`config.mk`:
```
export PLATFORM = sky130hd
export DESIGN_NAME = flsc_ram
export DESIGN_NICKNAME = d
export VERILOG_FILES = /design/src/hw/rtl/flsc_ram.sv
export SDC_FILE = /design/constraint.sdc
export NUM_CORES = 1
export LEC_CHECK = 0
export ABC_AREA = 1
export BUFFER_PORTS_ARGS = -buffer_cell sky130_fd_sc_hd__buf_2
export CORE_MARGIN = 2
export CORE_UTILIZATION = 35
export CTS_BUF_LIST = sky130_fd_sc_hd__clkbuf_8
export CTS_CLUSTER_SIZE = 28
export DETAILED_ROUTE_END_ITERATION = 7
export REMOVE_ABC_BUFFERS = 1
export SYNTH_ARGS = -nofsm -noshare
export SYNTH_HDL_FRONTEND = slang
export SYNTH_SLANG_ARGS = --single-unit
```
`constraint.sdc`:
```
create_clock -name clk -period 1.45 [get_ports clk]
set_input_delay 0.29 -clock clk [delete_from_list [all_inputs] [get_ports clk]]
set_output_delay 0.29 -clock clk [all_outputs]
set_load 0.03 [all_outputs]
```
`src/hw/rtl/flsc_ram.sv`:
```
`default_nettype none
module flsc_ram #(
  parameter int WIDTH = 8,
  parameter int DEPTH = 16
) (
  input  wire logic                     clk,
  input  wire logic                     we,
  input  wire logic [$clog2(DEPTH)-1:0] waddr,
  input  wire logic [WIDTH-1:0]         wdata,
  input  wire logic [$clog2(DEPTH)-1:0] raddr,
  output logic      [WIDTH-1:0]         rdata
);
  logic [WIDTH-1:0] mem [DEPTH];

  always_ff @(posedge clk) begin
    if (we) begin
      mem[waddr] <= wdata;
    end
    rdata <= mem[raddr];
  end
endmodule
`default_nettype wire

```
==> reports/metrics.yaml <==
critical_path:
  cp_top_family: "flip-flops"
  arrival_ns: 1.02
  critPathRequiredTime_ns: 1.16
  slowest_delay_ns: 0.36
  worstPathMaxFanout: 1
  startpoint: "rdata[2]$_DFF_P_"
  reg2reg_from: "mem[1][7]$_DFFE_PP_"
  crit_slowest_cell: "dfxtp_1"
  start_kind: "register"
  critPathCaptureType: "primary output"
  cp.buffers_inverters: 1
  path_cells: "buf_2"
  worstSetupPathType: "register to primary output"
clock_tree:
  ctsResizeCount: 0
  h-tree-depth: 4
  post-cts-setup-buffers: 0
  insertion_delay_ns: 0.45
  cts_buffers: 17
  cts_sinks: 136
  cts_tree: "done"
  path_clk_slew_ns: 0.08
  cts_hold_buffers: 0
  cts.path.max_buffers: 2
  root_buffer: "clkbuf_8"
sta:
  slew_headroom: 0.768
  worst_pin_slew_ns: 0.349
  rsz0062_at_grt: "no"
  post-route-period-util: 0.907
  finalMaxSlewViolations: 0
  setup_viol: 0
  period_needed_ns: 1.31
  max_freq_ghz: 0.761
  fin_worst_skew_ns: 0.00920
  tns_ns: 0
  final_hold_viol_count: 0
detailed_routing:
  drt_iter0_drc: 307
  avgRoutedWirePerCell_um: 15.3
  vias: 3823
  dr.pass1.iters: 5
  drc: 0
  via_per_inst: 4.61
  postRouteAntennaNets: 0
  totalWireLength_mm: 12.7
floorplanning:
  die_h_um: 132
  die_area_mm2: 0.0175
  die_width_um: 132
  rows: 46
  ios: 26
  start_util: 0.360
  core_area_mm2: 0.0160
synth:
  synth_fa_ha_area_frac: 0
  async_reset_ff_frac: 0
  synth_top_family_by_area: "simple AND/OR/NAND/NOR gates"
  yosysWarnings: 0
  synth_compound_area_frac: 0
  yosysTopAreaCell: "edfxtp_1"
  synth_ff_type: "edfxtp_1"
  ys_seq_area_frac: 0.694
  synth_edf_count: 128
  synthSimpleGateAreaFrac: 0.210
  yosys.area.top_type_share: 0.667
  ys_ff_latch: 136
  avgSynthCellArea_um2: 10.5
  synth_most_common_cell: "nand2_1"
  synthMuxAreaShare: 0
  yosys-top-cells-count: "nand2_1 (173), edfxtp_1 (128), inv_1 (100)"
  ys_types: 12
  synthTopCellsByArea: "edfxtp_1 (67%), nand2_1 (11%), nand3_1 (8.4%), inv_1 (6.5%), dfxtp_1 (2.8%)"
  netlist_instances: 551
  synth_area_mm2: 0.00577
  synth_xor_area_frac: 0
power:
  leakage_uw: 0.00287
  powerDensity_mw_per_mm2: 1170
  vdd_drop_max_mv: 0.683
finish:
  register_area_mm2: 0.00400
  diodes: 0
  area_delta_synth_final_pct: 14.7
  nets: 618
  multi_input_area_mm2: 0.00121
  stdcell_count: 829
  fin_util: 0.413
  fillers: 1589
  layout-drive-gt1-share: 0.140
global_route:
  antenna_found_initial: 0
  overflow: 0
  grt_max_degree: 46
  grt_use_total: 0.153
  grt_pass1_wl_mm: 20.0
  first_global_vias: 3843
placed_design:
  io_buffer_count: 25
  dp_hpwl_mm: 8.35
  place_congestion: 0.834
  dp_cells: 797
run:
  max-cap-violations: 0
hold_path:
  hold_path_class: "input pin to register"
  min_from: "wdata[1]"
status:
  status: "complete, no violations"
## worst paths after layout
path,cells past startpoint,slack (ns),endpoint
hold reg to reg,6,0.66,rdata[5]$_DFF_P_
setup / recovery,1,0.14,rdata[2]
hold / removal,1,0.24,mem[13][1]$_DFFE_PP_
setup reg to reg,6,0.48,rdata[7]$_DFF_P_
## logic make-up after synthesis
kind of cell,Yosys count
buffers and inverters,126
DFF,136
and+or+nand+nor,289
## sequential cells by signal (all words and copies together) (netlist names)
signal and cells:
mem 128, rdata 8
## cell type report
type,count,share of cell area
Clock buffer,17,0.0354
Clock inverter,15,0.0174
Timing Repair Buffer,54,0.0594
Multi-Input combinational cell,289,0.184
Tap cell,216,0.0409
Inverter,102,0.0579
Sequential cell,136,0.605
## layer usage
layer | wire (µm) | GRT usage | vias up
li1 | - | - | 1868
met1 | 5330 | 0.184 | 1832
met2 | 6490 | 0.262 | 100
met3 | 634 | 0.0381 | 23
met4 | 238 | 0.0639 | 0
met5 | 0 | 0 | -
## cells in the final DEF (no fill, tap or decap), drive strengths merged
cell,count
buf,54
clkinvlp,1
dfxtp,8
nand3,97
nand2,173
clkbuf,17
inv,103
bufinv,1
edfxtp,128
clkinv,12
nor2,17
nand3b,2
## where the power goes
| part | switching, µW | total [µW] | internal (µW) |
|---|---|---|---|
| clock | 1390 | 2720 | 1320 |
| combinational | 415 | 595 | 180 |
| sequential | 27.4 | 4420 | 4390 |
| total | 1840 | 7730 | 5890 |
## through the flow
stage / hold slack [ns] / cell area [µm²] / worst slack (ns) / total power [µW]
2_1_floorplan: 0.389 / 5600 / 0.180 / 4790
3_3_place_gp: 0.648 / 6260 / 0.125 / 5090
3_5_place_dp: 0.642 / 6260 / 0.0981 / 5110
4_1_cts: 0.218 / 6610 / 0.103 / 7800
5_1_grt: 0.228 / 6610 / 0.0999 / 8050
6_report: 0.238 / 6610 / 0.135 / 7730
Note: power is estimated with default switching activity, not from simulation.
