`src/hw/rtl/flsc_pkg.sv`:
```
`default_nettype none
package flsc_pkg;
  localparam int NUM_SETS   = 64;
  localparam int NUM_WAYS   = 4;
  localparam int LINE_BYTES = 64;
  localparam int ADDR_BITS  = 32;

  localparam int SET_BITS = $clog2(NUM_SETS);
  localparam int WAY_BITS = (NUM_WAYS > 1) ? $clog2(NUM_WAYS) : 1;
  localparam int OFF_BITS = $clog2(LINE_BYTES);
  localparam int TAG_BITS = ADDR_BITS - OFF_BITS;
  localparam int STAMP_BITS = 32;
  localparam int FAULT_BITS = 8;

  // one memory word = one whole set: per way {valid, dirty, tag, stamp}
  localparam int LINE_W = 2 + TAG_BITS + STAMP_BITS;
  localparam int SET_W  = LINE_W * NUM_WAYS;
  localparam int FSET_W = FAULT_BITS * NUM_WAYS;

  typedef struct packed {
    logic                  valid;
    logic                  dirty;
    logic [TAG_BITS-1:0]   tag;
    logic [STAMP_BITS-1:0] stamp;
  } line_t;

  typedef enum logic [1:0] {
    ST_CLEAR,
    ST_IDLE,
    ST_LOOKUP,
    ST_WRITE
  } state_t;

  typedef struct packed {
    logic                hit;
    logic                false_hit;
    logic                miss;
    logic                evicted_valid;
    logic                no_fill;
    logic [1:0]          way_used;
    logic                line_dirty;
  } result_t;
endpackage
`default_nettype wire

```
`src/hw/rtl/flsc_update.sv`:
```
`default_nettype none
// Hit detect, victim choice and new set word from one set read.
module flsc_update (
  input  wire logic [flsc_pkg::SET_W-1:0]    set_rd,
  input  wire logic [flsc_pkg::FSET_W-1:0]   flt_rd,
  input  wire logic [flsc_pkg::TAG_BITS-1:0] tag,
  input  wire logic [2:0]                    sblk,
  input  wire logic [7:0]                    full_mask,
  input  wire logic                          is_write,
  input  wire logic [31:0]                   time_now,
  output logic      [flsc_pkg::SET_W-1:0]    set_wr,
  output flsc_pkg::result_t                  res
);
  flsc_pkg::line_t ln [flsc_pkg::NUM_WAYS];
  flsc_pkg::line_t nl [flsc_pkg::NUM_WAYS];
  logic [7:0] fl [flsc_pkg::NUM_WAYS];
  logic found, hit, victim_ok;
  logic [flsc_pkg::WAY_BITS-1:0] mway, vway;
  logic [31:0] best;

  always_comb begin
    for (int w = 0; w < flsc_pkg::NUM_WAYS; w++) begin
      ln[w] = set_rd[w*flsc_pkg::LINE_W +: flsc_pkg::LINE_W];
      fl[w] = flt_rd[w*8 +: 8];
      nl[w] = ln[w];
    end
    found = 1'b0;
    mway  = '0;
    for (int w = flsc_pkg::NUM_WAYS-1; w >= 0; w--) begin
      if (ln[w].valid && ln[w].tag == tag) begin
        found = 1'b1;
        mway  = flsc_pkg::WAY_BITS'(w);
      end
    end
    hit = found && !fl[mway][sblk];
    res = '0;
    res.hit = hit;
    res.false_hit = found && !hit;
    res.miss = !hit;
    if (hit) begin
      nl[mway].stamp = time_now;
      if (is_write) nl[mway].dirty = 1'b1;
      res.way_used = 2'(mway);
      res.line_dirty = nl[mway].dirty;
    end else if (found) begin
      nl[mway] = '0;
      nl[mway].stamp = time_now;
    end
    // victim from post-invalidation stamps
    victim_ok = 1'b0;
    vway = '0;
    best = '0;
    for (int w = 0; w < flsc_pkg::NUM_WAYS; w++) begin
      if ((fl[w] & full_mask) != full_mask) begin
        if (!victim_ok || nl[w].stamp < best) begin
          victim_ok = 1'b1;
          vway = flsc_pkg::WAY_BITS'(w);
          best = nl[w].stamp;
        end
      end
    end
    if (!hit) begin
      if (!victim_ok) begin
        res.no_fill = 1'b1;
      end else begin
        res.evicted_valid = nl[vway].valid;
        res.way_used = 2'(vway);
        nl[vway].valid = 1'b1;
        nl[vway].dirty = 1'b0;
        nl[vway].tag   = tag;
        nl[vway].stamp = time_now;
      end
    end
    for (int w = 0; w < flsc_pkg::NUM_WAYS; w++) begin
      set_wr[w*flsc_pkg::LINE_W +: flsc_pkg::LINE_W] = nl[w];
    end
  end
endmodule
`default_nettype wire

```
`config.mk`:
```
export PLATFORM = sky130hd
export DESIGN_NAME = flsc_update
export DESIGN_NICKNAME = d
export VERILOG_FILES = /design/src/hw/rtl/flsc_pkg.sv /design/src/hw/rtl/flsc_update.sv
export SDC_FILE = /design/constraint.sdc
export NUM_CORES = 1
export LEC_CHECK = 0
export BUFFER_PORTS_ARGS = -buffer_cell sky130_fd_sc_hd__clkbuf_2
export CORE_AREA = 2 2 230 232
export DETAILED_ROUTE_END_ITERATION = 12
export DIE_AREA = 0 0 232 234
export SETUP_SLACK_MARGIN = 0.02
export SLEW_MARGIN = 15
export SYNTH_ARGS = -nofsm -noshare
export SYNTH_HDL_FRONTEND = slang
export SYNTH_SLANG_ARGS = --single-unit
```
`constraint.sdc`:
```
create_clock -name vclk -period 13.95
set_input_delay 2.0925 -clock vclk [all_inputs]
set_output_delay 2.0925 -clock vclk [all_outputs]
set_load 0.1 [all_outputs]
```
==> results of run 1 <==
-- metal layers --
metal / share of wire, % / global-route usage (%) / wire length, µm
met5: 0.048 / 0 / 38
met4: 6.3 / 13.8 / 5000
met3: 7.0 / 4.54 / 5500
met2: 50 / 50.3 / 39500
met1: 37 / 29.8 / 29000
-- final cells by class --
cell class / count / area [µm²]
diodes: 7 / 17.5
fillers: 5177 / 30200
well taps: 688 / 861
inverters: 90 / 338
repair buffers: 818 / 8860
multi-input cells: 1452 / 11800
-- logic make-up (layout without fill, tap and decap cells) --
logic type / count (synthesis) / after routing / share of synthesized area [%]
compound gates: 259 / 259 / 17.1
xor+xnor: 105 / 105 / 8.31
fa+ha+maj: 93 / 93 / 10.5
buf+inv: 206 / 908 / 8.51
mux: 257 / 257 / 24.7
other cells: 0 / 7 / 0
simple gates: 738 / 738 / 30.9
-- synth_stat cells, drive strengths merged (37+ instances only) --
cell and n:
nand3 60, nor2 50, mux2 127, a21oi 50, xor2 37, o21ai 47, nand2 448, clkbuf 57
ha 93, xnor2 68, inv 88, mux2i 130, buf 59, nand4 54
-- how the worst min path moves through the flow --
stage / from / to / slack, ns / cells after the start
2_1_floorplan: set_rd[154] / set_wr[154] / 4.46 / 1
3_3_place_gp: set_rd[38] / set_wr[38] / 4.61 / 4
3_5_place_dp: set_rd[36] / set_wr[36] / 4.61 / 4
4_1_cts: set_rd[36] / set_wr[36] / 4.61 / 4
5_1_grt: set_rd[1] / set_wr[1] / 4.63 / 3
6_report: set_rd[18] / set_wr[18] / 4.62 / 3
-- timing repair --
action	in CTS	in global routing
gates cloned	1	8
setup endpoints to repair	204	243
gates resized for setup	18	100
pin swaps	6	27
setup buffers	3	13
-- per-stage QoR --
| stage | cells | area [µm²] | setup WS, ns | total power [mW] | TNS (ns) |
|---|---|---|---|---|---|
| floorplan | 1658 | 12200 | 0.0254 | 1.60 | 0 |
| global placement | 3024 | 21000 | -0.129 | 2.58 | -9.07 |
| detailed placement | 3024 | 21000 | -0.114 | 2.58 | -7.33 |
| CTS | 3028 | 21100 | 0.0287 | 2.61 | 0 |
| global route | 3052 | 21900 | 0.00907 | 2.75 | 0 |
| finish | 3055 | 21900 | 0.395 | 2.66 | 0 |
-- power breakdown --
| part | internal [mW] | switching, mW |
|---|---|---|
| sequential | 0 | 0 |
| clock | 0.0000000576 | 0 |
| combinational | 1.02 | 1.65 |
==> load_flow_metrics.sql, run 1 <==
INSERT INTO impl_metrics (metric_group, metric, value, unit) VALUES
('outcome', 'run_status', 'finished clean', ''),
('global_route', 'grt_pass1_wl', '108000', 'µm'),
('synth', 'synth_cell_types', '87', ''),
('synth', 'syn-instance-count', '1658', ''),
('job', 'drv_cap', '0', ''),
('setup_path', 'critPathMaxFanout', '10', ''),
('routing', 'routed-via-count', '15800', ''),
('synth', 'synthesis.area_per_instance', '6.68', 'µm²'),
('setup_path', 'setup.worst_path.end', 'set_wr[229]', ''),
('setup_path', 'critical_path.endpoint_type', 'output pin', ''),
('setup_path', 'path_class', 'in2out', ''),
('timing', 'maxClockFrequency', '73.8', 'MHz'),
('setup_path', 'cpMaxStageDelayCell', 'sky130_fd_sc_hd__or4_4', ''),
('min_path', 'timing.hold.worst.class', 'in2out', ''),
('setup_path', 'logic_depth_of_the_worst_path_buffers_included', '48', ''),
('setup_path', 'cp_top_family', 'compound AO/OA/AOI/OAI gates', ''),
('routing', 'final_wl', '79000', 'µm'),
('global_route', 'overall_track_demand_over_capacity_in_global_routing', '27.2', '%'),
('global_route', 'number_of_antenna_violations_at_the_first_check_in_global_routing', '10', ''),
('synth', 'synth.cell_area', '11100', 'µm²'),
('die', 'die_width', '232', 'µm'),
('routing', 'post_dr_vias_cell', '5.17', ''),
('setup_path', 'worstPathArrival', '11.46', 'ns'),
('timing', 'setup_viol', '0', ''),
('cts', 'cts_hold_buf', '0', ''),
('timing', 'grt_setup_unrepaired', 'false', ''),
('pwr', 'ir_worst_vdd', '0.118', 'mV'),
('routing', 'first_iter_violations', '1104', ''),
('placement', 'port-buffer-count', '590', ''),
('die', 'num_rows', '84', ''),
('timing', 'min_period', '13.56', 'ns'),
('finish', 'utilization', '42.0', '%'),
('die', 'dieArea', '54300', 'µm²'),
('die', 'coreArea', '52000', 'µm²'),
('finish', 'final_cell_mix', '436 x sky130_fd_sc_hd__nand2_1, 346 x sky130_fd_sc_hd__clkbuf_2, 273 x sky130_fd_sc_hd__buf_12', ''),
('timing', 'finalCritPeriodShare', '97.2', '%'),
('global_route', 'grt_remaining_overflow', '0', ''),
('setup_path', 'cp.required', '11.86', 'ns'),
('die', 'io_pins', '590', ''),
('global_route', 'grt_max_degree', '33', ''),
('routing', 'postRouteAntennaNets', '0', ''),
('finish', 'final_common_cell', 'sky130_fd_sc_hd__nand2_1', ''),
('finish', 'area.sequential', '0', 'µm²'),
('synth', 'synthesis.yosys.warnings', '0', ''),
('routing', 'drt_first_pass_iters', '5', ''),
('routing', 'detail_route.wl_per_cell', '25.9', 'µm'),
('timing', 'timing.max_slew.rel_slack', '21.8', '%'),
('finish', 'layout.sequential_cells', '0', ''),
('timing', 'timing.final.max_slew_violations', '0', ''),
('finish', 'area_growth_syn_to_layout', '97.6', '%'),
('die', 'fp.dieH', '234', 'µm'),
('setup_path', 'timing.critical_path.slowest_cell_delay', '0.56', 'ns'),
('timing', 'final-hold-violation-count', '0', ''),
('setup_path', 'setup.worst_path.start_class', 'input port', ''),
('synth', 'yosys-top-cells-area', 'sky130_fd_sc_hd__nand2_1 15%, sky130_fd_sc_hd__mux2i_1 12%, sky130_fd_sc_hd__ha_1 11%', ''),
('setup_path', 'cp-startpoint', 'tag[13]', ''),
('placement', 'gpl.final_weighted_congestion', '0.999', ''),
('pwr', 'static-leakage-power', '10.4', 'nW'),
('timing', 'hold-worst-slack', '4.62', 'ns'),
('die', 'start_util', '21.3', '%'),
('placement', 'dp_hpwl', '67500', 'µm'),
('pwr', 'pwr_density', '122', 'nW/µm²'),
('synth', 'synth_largest_type_area_fraction', '15.1', '%'),
('finish', 'drive_above_1_share', '46.6', '%'),
('timing', 'worst-slew-pin-transition', '1.16', 'ns'),
('synth', 'sequential_cell_area_fraction_in_the_yosys_report', '0', '%'),
('finish', 'clkbuf_count', '0', ''),
('routing', 'detail_route.drc_violations', '0', ''),
('global_route', 'grt_pass1_vias', '15700', ''),
('synth', 'synth.net_count', '2093', ''),
('finish', 'num-nets-final', '2797', ''),
('synth', 'post-synth-top-area-cell', 'sky130_fd_sc_hd__nand2_1', ''),
('setup_path', 'count_of_buffering_cells_on_the_critical_path_with_inverters_included', '13', '');
No activity file was read; power rests on OpenSTA's default activity.
==> run 2, diff against run 1 <==
- CELL_PAD_IN_SITES_DETAIL_PLACEMENT: default -> 2
- CELL_PAD_IN_SITES_GLOBAL_PLACEMENT: default -> 2
- CORE_AREA: 2 2 230 232 -> default
- CORE_MARGIN: default -> 1.5
- CORE_UTILIZATION: default -> 21
- DIE_AREA: 0 0 232 234 -> default
- PLACE_DENSITY_LB_ADDON: default -> 0.1
- SLEW_MARGIN: 15 -> default
==> run 2 against run 1 <==
Maximum frequency fell by 1.3%. Non-clock buffer count grew 57. Global-route usage rose by 2.9 points. Sequential share of layout area unchanged. First-iteration DRC count is 41% lower. Largest cell class unchanged. Total power increased by 5.0%. Critical path depth rose by 2. Final area is 5.1% higher. Hold slack lost 0.017 ns. Via count rose by 2.5%. Core utilization up 2.4 points. Die area down 0.35%.
==> load_flow_metrics.sql, run 2 (synthesized netlist as in run 1, its figures left out) <==
INSERT INTO impl_metrics (metric_group, metric, value, unit) VALUES
('setup_path', 'critPathMaxFanout', '11', ''),
('setup_path', 'setup.worst_path.start_class', 'input port', ''),
('finish', 'drive_above_1_share', '49.8', '%'),
('die', 'start_util', '21.4', '%'),
('die', 'fp.dieH', '233', 'µm'),
('timing', 'setup_viol', '0', ''),
('die', 'die_width', '233', 'µm'),
('routing', 'postRouteAntennaNets', '0', ''),
('finish', 'num-nets-final', '2854', ''),
('placement', 'gpl.final_weighted_congestion', '0.907', ''),
('pwr', 'netSwitchingPower', '1.71', 'mW'),
('finish', 'final_common_cell', 'sky130_fd_sc_hd__nand2_1', ''),
('pwr', 'power.share.switching', '61.3', '%'),
('setup_path', 'worstPathArrival', '11.64', 'ns'),
('timing', 'timing.max_slew.rel_slack', '40.8', '%'),
('timing', 'timing.final.max_slew_violations', '0', ''),
('setup_path', 'cp_top_family', 'compound AO/OA/AOI/OAI gates', ''),
('routing', 'met3_length', '4560', 'µm'),
('setup_path', 'count_of_buffering_cells_on_the_critical_path_with_inverters_included', '15', ''),
('global_route', 'grt_remaining_overflow', '0', ''),
('pwr', 'ir_worst_vdd', '0.0833', 'mV'),
('finish', 'area.sequential', '0', 'µm²'),
('timing', 'final-hold-violation-count', '0', ''),
('routing', 'post_dr_vias_cell', '5.23', ''),
('die', 'dieArea', '54100', 'µm²'),
('placement', 'placement.setup.worst_slack', '-1.32', 'ns'),
('setup_path', 'cpMaxStageDelayCell', 'sky130_fd_sc_hd__a2111oi_4', ''),
('pwr', 'p_comb_share', '100.0', '%'),
('routing', 'detail_route.drc_violations', '0', ''),
('routing', 'final_wl', '88900', 'µm'),
('setup_path', 'cp.required', '11.86', 'ns'),
('die', 'num_rows', '83', ''),
('global_route', 'grt_pass1_wl', '120000', 'µm'),
('timing', 'finalCritPeriodShare', '98.5', '%'),
('placement', 'port-buffer-count', '590', ''),
('routing', 'detail_route.wl_per_cell', '28.7', 'µm'),
('routing', 'drt_first_pass_iters', '4', ''),
('routing', 'first_iter_violations', '648', ''),
('pwr', 'seqPwrFrac', '0', '%'),
('setup_path', 'path_class', 'in2out', ''),
('finish', 'layout.sequential_cells', '0', ''),
('setup_path', 'timing.critical_path.slowest_cell_delay', '0.45', 'ns'),
('timing', 'min_period', '13.74', 'ns'),
('finish', 'area_growth_syn_to_layout', '108', '%'),
('routing', 'routedLengthMet1', '34200', 'µm'),
('pwr', 'cellInternalPower', '1.08', 'mW'),
('timing', 'worst-slew-pin-transition', '0.886', 'ns'),
('die', 'coreArea', '51700', 'µm²'),
('routing', 'routed-via-count', '16200', ''),
('timing', 'hold-worst-slack', '4.60', 'ns'),
('placement', 'dp_hpwl', '72700', 'µm'),
('routing', 'maxUsedRoutingLayer', 'met5', ''),
('global_route', 'overall_track_demand_over_capacity_in_global_routing', '30.1', '%'),
('min_path', 'timing.hold.worst.class', 'in2out', ''),
('global_route', 'number_of_antenna_violations_at_the_first_check_in_global_routing', '8', ''),
('placement', 'post_dp_cell_area', '20900', 'µm²'),
('die', 'io_pins', '590', ''),
('setup_path', 'worst_path_most_repeated_cell', 'sky130_fd_sc_hd__buf_4', ''),
('timing', 'fin_ws', '0.214', 'ns'),
('timing', 'timing.setup.tns', '0', 'ns'),
('setup_path', 'critical_path.endpoint_type', 'output pin', ''),
('timing', 'maxClockFrequency', '72.8', 'MHz'),
('pwr', 'clockPowerShare', '0', '%'),
('finish', 'fill_cells', '5656', ''),
('finish', 'final_cell_mix', '419 x sky130_fd_sc_hd__nand2_1, 335 x sky130_fd_sc_hd__clkbuf_2, 267 x sky130_fd_sc_hd__buf_12', ''),
('pwr', 'static-leakage-power', '10.9', 'nW'),
('global_route', 'grt_max_degree', '35', ''),
('job', 'drv_cap', '0', ''),
('finish', 'clkbuf_count', '0', ''),
('routing', 'routed-wl-met2', '46300', 'µm'),
('finish', 'layout.cell_area.non_filler', '23000', 'µm²'),
('pwr', 'pwr_density', '122', 'nW/µm²'),
('outcome', 'run_status', 'finished clean', ''),
('global_route', 'grt_pass1_vias', '17800', '');
==> run 2: repair_timing <==
item | in CTS | in global routing
gates cloned | 2 | 11
pin swaps | 15 | 68
hold buffers | 0 | 0
setup endpoints to repair | 243 | 243
gates resized for setup | 40 | 217
buffers inserted | 15 | 58
==> run 2: final cells by class <==
cell class | instances | area [µm²] | share of cell area, %
Antenna cell | 3 | 7.51 | 0.0327
Inverter | 90 | 338 | 1.47
Multi-Input combinational cell | 1452 | 12200 | 53.3
Tap cell | 680 | 851 | 3.70
Timing Repair Buffer | 875 | 9550 | 41.5
==> run 2: through the flow <==
step	utilization [%]	cells	power, mW
floorplan	-	1658	1.60
global placement	40.4	3014	2.58
detailed placement	40.4	3014	2.61
CTS	41.1	3031	2.65
global route	44.4	3100	2.88
finish	44.4	3100	2.80
==> run 2: worst paths after layout <==
| check | from | to | cells after the start |
|---|---|---|---|
| worst max-delay path | tag[25] | set_wr[206] | 50 |
| worst min-delay path | set_rd[33] | set_wr[33] | 4 |
==> run 2: power by group through the flow <==
stage	Combinational, mW	Clock, mW	Sequential, mW
global placement	2.58	0	0
floorplan	1.60	0	0
detailed placement	2.61	0	0
global route	2.88	0.0000000289	0
CTS	2.65	0	0
finish	2.80	0.0000000290	0
==> run 2: per-layer routing <==
| layer | vias to the layer above | global-route usage [%] |
|---|---|---|
| li1 | 7429 | - |
| met1 | 8067 | 33.2 |
| met2 | 544 | 56.1 |
| met3 | 150 | 5.51 |
| met4 | 10 | 12.2 |
| met5 | - | 0 |
